--- config.mk ---
export PLATFORM = sky130hd
export DESIGN_NAME = fsa_ctrl
export DESIGN_NICKNAME = d
export VERILOG_FILES = /design/src/hdl/fsa_pkg.sv /design/src/hdl/fsa_ctrl.sv
export SDC_FILE = /design/constraint.sdc
export NUM_CORES = 1
export LEC_CHECK = 0
export BUFFER_PORTS_ARGS = -buffer_cell sky130_fd_sc_hd__buf_2
export CAP_MARGIN = 20
export CORE_AREA = 2 2 39 41
export DETAILED_ROUTE_END_ITERATION = 12
export DIE_AREA = 0 0 41 43
export PLACE_DENSITY = 0.3
export SYNTH_ARGS = -nofsm -noshare
export SYNTH_HDL_FRONTEND = slang
export SYNTH_SLANG_ARGS = --single-unit
--- constraint.sdc ---
create_clock -name clk -period 0.9 [get_ports clk]
set_input_delay 0.045 -clock clk [delete_from_list [all_inputs] [get_ports clk]]
set_output_delay 0.045 -clock clk [all_outputs]
set_load 0.01 [all_outputs]
--- src/hdl/fsa_pkg.sv ---
// Shared types and constants for the free-list slot allocator.
// Holds the field widths, result codes, controller states and the
// command/status structs between controller and datapath. No dependencies.
package fsa_pkg;

	localparam int SLOT_W      = 10;
	localparam int CNT_W       = 11;
	localparam int LIMIT_RESET = 1024;

	typedef enum logic [1:0] {
		ST_OK        = 2'd0,
		ST_EXHAUSTED = 2'd1,
		ST_BAD_FREE  = 2'd2
	} status_t;

	typedef enum logic {
		FUNC_ALLOC = 1'b0,
		FUNC_FREE  = 1'b1
	} func_t;

	typedef enum logic [1:0] {
		FSM_IDLE,
		FSM_EXEC,
		FSM_HOLD
	} fsm_state_t;

	// controller -> datapath
	typedef struct packed {
		logic take;       // latch request, read link at list head
		logic exec;       // serve request, update pool state
		logic save;       // park the result while the output is occupied
		logic load_exec;  // load output from the result being computed
		logic load_held;  // load output from the parked result
	} fsa_cmd_t;

	// datapath -> controller
	typedef struct packed {
		logic out_free;   // output register can take a result this cycle
	} fsa_stat_t;

endpackage

--- src/hdl/fsa_ctrl.sv ---
// Controller state machine for the slot allocator.
// Depends on fsa_pkg for the state enum and the command/status structs.
module fsa_ctrl import fsa_pkg::*; (
	input  logic      clk,
	input  logic      arst_n,
	input  logic      in_valid,
	output logic      in_stall,
	output fsa_cmd_t  cmd,
	input  fsa_stat_t stat
);

	fsm_state_t state_q;
	fsm_state_t state_nxt;

	always_ff @(posedge clk or negedge arst_n) begin
		if (!arst_n) begin
			state_q <= FSM_IDLE;
		end else begin
			state_q <= state_nxt;
		end
	end

	always_comb begin
		state_nxt = state_q;
		unique case (state_q)
			FSM_IDLE: begin
				if (in_valid) begin
					state_nxt = FSM_EXEC;
				end
			end
			FSM_EXEC: begin
				state_nxt = stat.out_free ? FSM_IDLE : FSM_HOLD;
			end
			FSM_HOLD: begin
				if (stat.out_free) begin
					state_nxt = FSM_IDLE;
				end
			end
			default: state_nxt = FSM_IDLE;
		endcase
	end

	always_comb begin
		cmd      = '0;
		in_stall = 1'b1;
		unique case (state_q)
			FSM_IDLE: begin
				in_stall = 1'b0;
				cmd.take = in_valid;
			end
			FSM_EXEC: begin
				cmd.exec      = 1'b1;
				cmd.load_exec = stat.out_free;
				cmd.save      = !stat.out_free;
			end
			FSM_HOLD: begin
				cmd.load_held = stat.out_free;
			end
			default: in_stall = 1'b1;
		endcase
	end

endmodule

=== Word-level counts from Yosys, hierarchy flattened ===
Cells that the tools add are included.

* Bits in registers: 2

* Eq/ne operators: 4
* Mux-type cells: 8
* Reductions and logical operators: 3

{| class="wikitable"
|+ Operators by type and width
! operator !! count
|-
| two-way mux 2 bit || 3
|-
| one-hot mux 2 bit (3 select lines) || 1
|-
| inequality test 2 bit, second input constant || 2
|-
| two-way mux 1 bit || 3
|-
| two-way mux 3 bit || 1
|-
| equality test 2 x 1 -> 1 bit, second input constant || 1
|-
| equality test 2 bit, second input constant || 1
|-
| zero test 2 bit || 1
|-
| AND reduction 2 bit || 1
|-
| zero test 1 bit || 1
|}

=== Logic depth before layout (Yosys ltp) ===
Gate-level depths: netlist (run 1).

* Depth in word-level cells: 3
* Depth in mapped cells: 2

=== Worst setup path before layout (run 1) ===
OpenSTA, ideal clock, no wires.

* Path type: reg-to-output
* From: register state_q[1]
* To: output port cmd[4] (netlist name)
* Data arrival time: 865 ps
* Data required time: 855 ps
* Setup slack: -10 ps
* Cell stages (with the launch flop): 3
* Path buffers: 0
* Cells stage by stage: dfrtp_1 or2_1 nor2_1

{| class="wikitable"
|+ RTL lines
! item !! RTL line !! RTL
|-
| from (decl) || fsa_ctrl.sv:12 || <nowiki>fsm_state_t state_q;</nowiki>
|-
| from (signal assigned) || fsa_ctrl.sv:19 || <nowiki>state_q <= state_nxt;</nowiki>
|-
| to (decl) || fsa_ctrl.sv:8 || <nowiki>output fsa_cmd_t cmd,</nowiki>
|}

==> run summary, run 1 <==
status: finished, violations left
failing checks: negative setup slack
met2 track demand over resource: 0.04063
layout cells sized above 1: 0.6296
CTS HTree Levels: 1
max-cap viol count: 0
fin crit period: 1122 ps
Setup crit end kind: primary output
Setup violations, final: 7
sequential power share: 0.247
post-synth top area share: 0.4545
CP max FO: 4
# fillers: 163
FF-to-FF Start: state_q[0]
Tcrit/Tclk final: 1.247
hold_sp: stat
top cells by area, synth: dfrtp_1, nor2_1, and3b_1
RSZ-0062 raised after global routing: yes
Core Area: 1384 um2
Die ar.: 1763 um2
routed len/inst: 6.488 um
1st-iter DRT viols: 1
overall routing resource usage: 0.04217
count of distinct cell types in the synthesized netlist: 9
crit path kind: flip-flop to primary output
Reg with most FFs: state_q
setup ws final: -222.4 ps
VDD IR max: 0.6739 mV
vias in the first global route: 108
mapped cell area: 110.1 um2
startpoint types: flip-flop
Sw Share: 0.2858
largest net degree at the start of global routing: 5
Hold Slack: 12.95 ps
Initial DRT Pass Iterations: 2
Post-Syn Nets: 16
ANT nets after route: 0
die width: 41 um
P&R area growth vs syn: 106.8%
clock sinks: 2
Cells after Synth: 12
first-pass GRT wire length: 407 um
hold path endpoint: state_q[1]
CTS tree: done
Port Buf Inserts: 9
GRT met3 Usage: 0.04712
area leader, netlist: dfrtp_1
Num CTS Buffers: 3
root buffer cell: clkbuf_4
Most used DFF post-synth: dfrtp_1
Final nets: 33
GR Util met1: 0.03537
# diodes: 0
synth warn: 0
I/O Pins: 10
Synth Register Bits: 2
Switch Pwr: 145.3 uW
Logic pwr share: 0.367
grt ovf: 0
vias per cell: 2.953
Routed WL: 279 um
synth cell count leaders: nor2_1, dfrtp_1
Via Count: 127
initial antenna violation count: 0
count leader, synth: nor2_1
worst path required time: 850 ps
# DRC: 0
Regs by FF count: state_q: 2 flops
ys async rst share: 1.000
number of synthesized flops with an enable pin: 0
CTS Buffer Depth: 2
Leak: 0.1274 nW
Relative slew margins: 0.9074
Reg-to-Reg End: state_q[0]
post-synthesis sequential area ratio: 0.4545
flop-to-flop setup slack: -30 ps
P_int: 363.3 uW
Worst Hold Depth: 2
Initial Utilization: 0.07957
GPL Wtd Cong: 0.5231
clock power share: 0.387
CTS clock-pin slew for the worst setup and hold paths: 30 ps
WP data arrival: 1080 ps
fmax: 0.8909 GHz
row cnt: 14
Largest register FFs: 2
worst-margin pin slew: 138.9 ps
Final Hold Fails: 0
syn avg cell area: 9.176 um2
Power, Total: 508.6 uW
Clk Latency, worst-skew pair: 220 ps
min-delay worst type: input pin to flip-flop
Clock Skew: 2.373 ps
Slew Viols, Final: 0
power per cell area: 2233 nW/um2
busiest grt layer: met4
cells on worst reg2reg path: 3
die height: 43 um
==> layer usage <==
metal / routed length (um) / vias to the layer above
met5: 0 / -
met4: 0 / 0
met3: 42 / 0
met2: 115 / 7
met1: 121 / 54
li1: - / 66
==> worst max-delay path, stage by stage (launching register included) <==
cell,delay (ps)
dfrtp_1,390
or2_4,270
nor2_2,70
buf_2,120
==> power by group through the flow <==
stage / clock (mW) / combinational, mW / sequential [mW]
global route: 0.216 / 0.205 / 0.128
finish: 0.197 / 0.186 / 0.126
floorplan: 0 / 0.0887 / 0.123
CTS: 0.209 / 0.173 / 0.124
global placement: 0 / 0.144 / 0.124
detailed placement: 0 / 0.144 / 0.125
==> stage by stage <==
step | instance area, um2 | setup WS [ps] | cells | TNS (ps) | util
2_1_floorplan | 112.6 | 24.71 | 12 | 0 | -
3_3_place_gp | 177.7 | -22.55 | 37 | -22.55 | 0.1284
3_5_place_dp | 177.7 | -24.49 | 37 | -24.49 | 0.1284
4_1_cts | 220.2 | -234.4 | 42 | -1003 | 0.1591
5_1_grt | 227.7 | -283.9 | 43 | -1351 | 0.1646
6_report | 227.7 | -222.4 | 43 | -969.0 | 0.1646
==> placed cells by master (no fill, tap or decap), drive strengths merged <==
master / Yosys / layout
dlygate4sd3: 0 / 1
dfrtp: 2 / 2
and3b: 1 / 1
buf: 0 / 11
xnor2: 1 / 1
and2: 1 / 1
nor2b: 2 / 2
clkbuf: 0 / 3
nor2: 3 / 3
inv: 1 / 1
or2: 1 / 1
==> worst max-delay path by stage <==
| stage | start | to | slack, ps | cells past startpoint |
|---|---|---|---|---|
| floorplan | state_q[1] | cmd[4] | 20 | 2 |
| global placement | state_q[1] | cmd[4] | -20 | 3 |
| detailed placement | state_q[1] | cmd[4] | -20 | 3 |
| CTS | state_q[0] | cmd[4] | -230 | 3 |
| global route | state_q[0] | cmd[4] | -280 | 3 |
| finish | state_q[0] | cmd[4] | -220 | 3 |
==> cell type report <==
class | count | area, um2 | share of cell area
Timing Repair Buffer | 12 | 70.07 | 0.3077
Sequential cell | 2 | 50.05 | 0.2198
Clock buffer | 3 | 22.52 | 0.09890
Tap cell | 16 | 20.02 | 0.08791
Multi-Input combinational cell | 9 | 61.31 | 0.2692
Inverter | 1 | 3.754 | 0.01648
==> timing repair <==
item                       CTS  global route
gates resized for setup      1             0
hold endpoints to repair     2             0
setup endpoints to repair    6             7
pin swaps                    1             0
gates cloned                 0             0
buffers inserted             1             1
hold buffers                 1             0
==> cells by family (layout without fill, tap and decap cells) <==
group                  count (synthesis)  count (layout)  share of synthesized area
AND/OR/NAND/NOR                        8               8                     0.4319
buffers and inverters                  1              16                    0.03406
flip-flops                             2               2                     0.4546
XOR/XNOR                               1               1                    0.07956
Note: power is estimated with default switching activity, not from simulation.
==> run 2: changes to the inputs <==
--- a/config.mk
+++ b/config.mk
@@ -5,6 +5,7 @@
 export SDC_FILE = /design/constraint.sdc
 export NUM_CORES = 1
 export LEC_CHECK = 0
+export ABC_AREA = 1
 export BUFFER_PORTS_ARGS = -buffer_cell sky130_fd_sc_hd__buf_2
 export CAP_MARGIN = 20
 export CORE_AREA = 2 2 39 41
==> run summary, run 2 <==
status: finished, violations left (unchanged)
failing checks: negative setup slack (unchanged)
Tcrit/Tclk final: 1.137 (was 1.247)
non-filler cells, final: 48 (was 43)
min-delay worst type: input pin to flip-flop (unchanged)
Num CTS Buffers: 3 (unchanged)
Post-Syn Nets: 21 (was 16)
post-synthesis sequential area ratio: 0.4255 (was 0.4545)
fin crit period: 1023 ps (was 1122 ps)
GPL Wtd Cong: 0.5745 (was 0.5231)
CTS clock-pin slew for the worst setup and hold paths: 30 ps (about the same)
max-cap viol count: 0 (unchanged)
Switch Pwr: 137.2 uW (was 145.3 uW)
Final Cell Area: 235.2 um2 (was 227.7 um2)
first-pass GRT wire length: 524 um (was 407 um)
clock power share: 0.439 (was 0.387)
worst path required time: 850 ps (about the same)
met3 routed WL: 41 um (was 42 um)
# fillers: 162 (was 163)
P_int: 314.7 uW (was 363.3 uW)
clock sinks: 2 (unchanged)
count leader, synth: inv_1 (was nor2_1)
ys async rst share: 1.000 (unchanged)
Port Buf Inserts: 9 (unchanged)
Clock Skew: 4.056 ps (was 2.373 ps)
Placed Cells incl. Taps: 42 (was 37)
Regs by FF count: state_q: 2 flops (unchanged)
cells on worst reg2reg path: 5 (was 3)
ANT nets after route: 0 (unchanged)
Metal-1 WL: 134 um (was 121 um)
synth cell count leaders: inv_1, nor2_1 (was nor2_1, dfrtp_1)
HPWL Detailed: 230.2 um
largest net degree at the start of global routing: 5 (unchanged)
# diodes: 0 (unchanged)
routed len/inst: 6.375 um (was 6.488 um)
startpoint types: flip-flop (unchanged)
Routed WL: 306 um (was 279 um)
Final nets: 38 (was 33)
wire length on met2: 130 um (was 115 um)
Sequential cell area: 50.05 um2 (unchanged)
Slew Viols, Final: 0 (unchanged)
commonest non-fill, non-tap cell in the layout: buf_2 (unchanged)
vias per cell: 3.063 (was 2.953)
Power, Total: 451.9 uW (was 508.6 uW)
Synth Register Bits: 2 (unchanged)
Initial DRT Pass Iterations: 1 (was 2)
initial antenna violation count: 0 (unchanged)
worst-margin pin slew: 166.5 ps (was 138.9 ps)
Final Hold Fails: 0 (unchanged)
FF-to-FF Start: state_q[0] (unchanged)
area of placed instances: 182.7 um2 (was 177.7 um2)
Highest Signal Layer: met3 (unchanged)
Reg with most FFs: state_q (unchanged)
Most used DFF post-synth: dfrtp_1 (unchanged)
Sw Share: 0.3036 (was 0.2858)
CTS tree: done (unchanged)
top cells by area, synth: dfrtp_1, inv_1, nor2_1 (was dfrtp_1, nor2_1, and3b_1)
Reg-to-Reg End: state_q[1] (was state_q[0])
area leader, netlist: dfrtp_1 (unchanged)
CP startpoint: state_q[0] (unchanged)
Die ar.: 1763 um2 (unchanged)
row cnt: 14 (unchanged)
grt ovf: 0 (unchanged)
die height: 43 um (unchanged)
layout cells sized above 1: 0.6250 (was 0.6296)
CTS Buffer Depth: 2 (unchanged)
die width: 41 um (unchanged)
WP data arrival: 980 ps (was 1080 ps)
vias in the first global route: 160 (was 108)
Logic pwr share: 0.306 (was 0.367)
root buffer cell: clkbuf_4 (unchanged)
count of distinct cell types in the synthesized netlist: 8 (was 9)
Initial Utilization: 0.08499 (was 0.07957)
worst slack at placement: 112.7 ps (was -24.49 ps)
CTS HTree Levels: 1 (unchanged)
Via Count: 147 (was 127)
setup ws final: -123.4 ps (was -222.4 ps)
Leak: 0.1486 nW (was 0.1274 nW)
syn avg cell area: 6.918 um2 (was 9.176 um2)
P&R area growth vs syn: 100.0% (was 106.8%)
Setup violations, final: 7 (unchanged)
CP max FO: 4 (unchanged)
synth warn: 0 (unchanged)
Clk Latency, worst-skew pair: 220 ps (about the same)
Largest register FFs: 2 (unchanged)
Setup crit end kind: primary output (unchanged)
crit path kind: flip-flop to primary output (unchanged)
overall routing resource usage: 0.05120 (was 0.04217)
I/O Pins: 10 (unchanged)
RSZ-0062 raised after global routing: yes (unchanged)
Worst Setup EP: cmd[4] (unchanged)
most frequent cells in the layout: buf_2, inv_1, clkbuf_4 (was buf_2, clkbuf_4, nor2_1, buf_4, dfrtp_1)
VDD IR max: 0.3471 mV (was 0.6739 mV)
number of synthesized flops with an enable pin: 0 (unchanged)
power per cell area: 1921 nW/um2 (was 2233 nW/um2)
Cells after Synth: 17 (was 12)
Multi-input gate area: 50.05 um2 (was 61.31 um2)
sequential power share: 0.255 (was 0.247)
post-synth top area share: 0.4255 (was 0.4545)
Core Area: 1384 um2 (unchanged)
1st-iter DRT viols: 0 (was 1)
# DRC: 0 (unchanged)
fmax: 0.9772 GHz (was 0.8909 GHz)
Relative slew margins: 0.8890 (was 0.9074)
mapped cell area: 117.6 um2 (was 110.1 um2)
flop-to-flop setup slack: -20 ps (was -30 ps)
[run 2: repair_timing]
item / 4_1_cts / 5_1_grt
gates resized for setup: 0 / 2
pin swaps: 3 / 1
hold endpoints to repair: 2 / 0
endpoints found under the setup margin: 6 / 7
setup buffers: 2 / 0
hold buffers: 1 / 0
[run 2: cells by family (layout without fill, tap and decap cells)]
| kind of cell | count (synthesis) | count (layout) | share of synthesized area |
|---|---|---|---|
| flops | 2 | 2 | 0.4255 |
| buf+inv | 6 | 21 | 0.1915 |
| simple gates | 9 | 9 | 0.3830 |
[run 2: worst max-delay path, cell delays in order (launching register included)]
cell	delay [ps]
dfrtp_1	410
inv_2	80
nand2_2	60
nor2_1	80
buf_2	130
[run 2: how the worst min path moves through the flow]
stage,endpoint,depth (start not counted),slack [ps],start
after floorplan,state_q[0],0,-250,arst_n
after global placement,state_q[1],1,-170,arst_n
after detailed placement,state_q[1],1,-170,arst_n
after CTS,state_q[0],3,50,in_valid
after global routing,state_q[0],3,80,in_valid
final,state_q[0],3,60,in_valid
[run 2: power by group through the flow]
| stage | Clock (mW) | Combinational [mW] | Sequential, mW |
|---|---|---|---|
| 6_report | 0.198 | 0.138 | 0.115 |
| 5_1_grt | 0.225 | 0.155 | 0.118 |
| 4_1_cts | 0.213 | 0.135 | 0.115 |
| 3_5_place_dp | 0 | 0.114 | 0.116 |
| 3_3_place_gp | 0 | 0.113 | 0.115 |
| 2_1_floorplan | 0 | 0.0685 | 0.114 |
[run 2: per-layer routing]
| metal | track usage | vias to the layer above |
|---|---|---|
| li1 | - | 78 |
| met1 | 0.04180 | 60 |
| met2 | 0.06250 | 9 |
| met3 | 0.03141 | 0 |
| met4 | 0.08000 | 0 |
| met5 | 0 | - |
[run 2: through the flow]
step / TNS [ps] / utilization / hold slack (ps)
3_3_place_gp: 0 / 0.1320 / -167.1
4_1_cts: -621.1 / 0.1664 / 51.95
6_report: -560.8 / 0.1700 / 64.26
2_1_floorplan: 0 / - / -250.6
3_5_place_dp: 0 / 0.1320 / -167.8
5_1_grt: -1094 / 0.1700 / 84.31
[run 2: cell type report]
type | count | area share
clock buffers | 3 | 0.09574
multi-input cells | 9 | 0.2128
repair buffers | 12 | 0.2979
flip-flops and latches | 2 | 0.2128
well taps | 16 | 0.08511
inverters | 6 | 0.09574
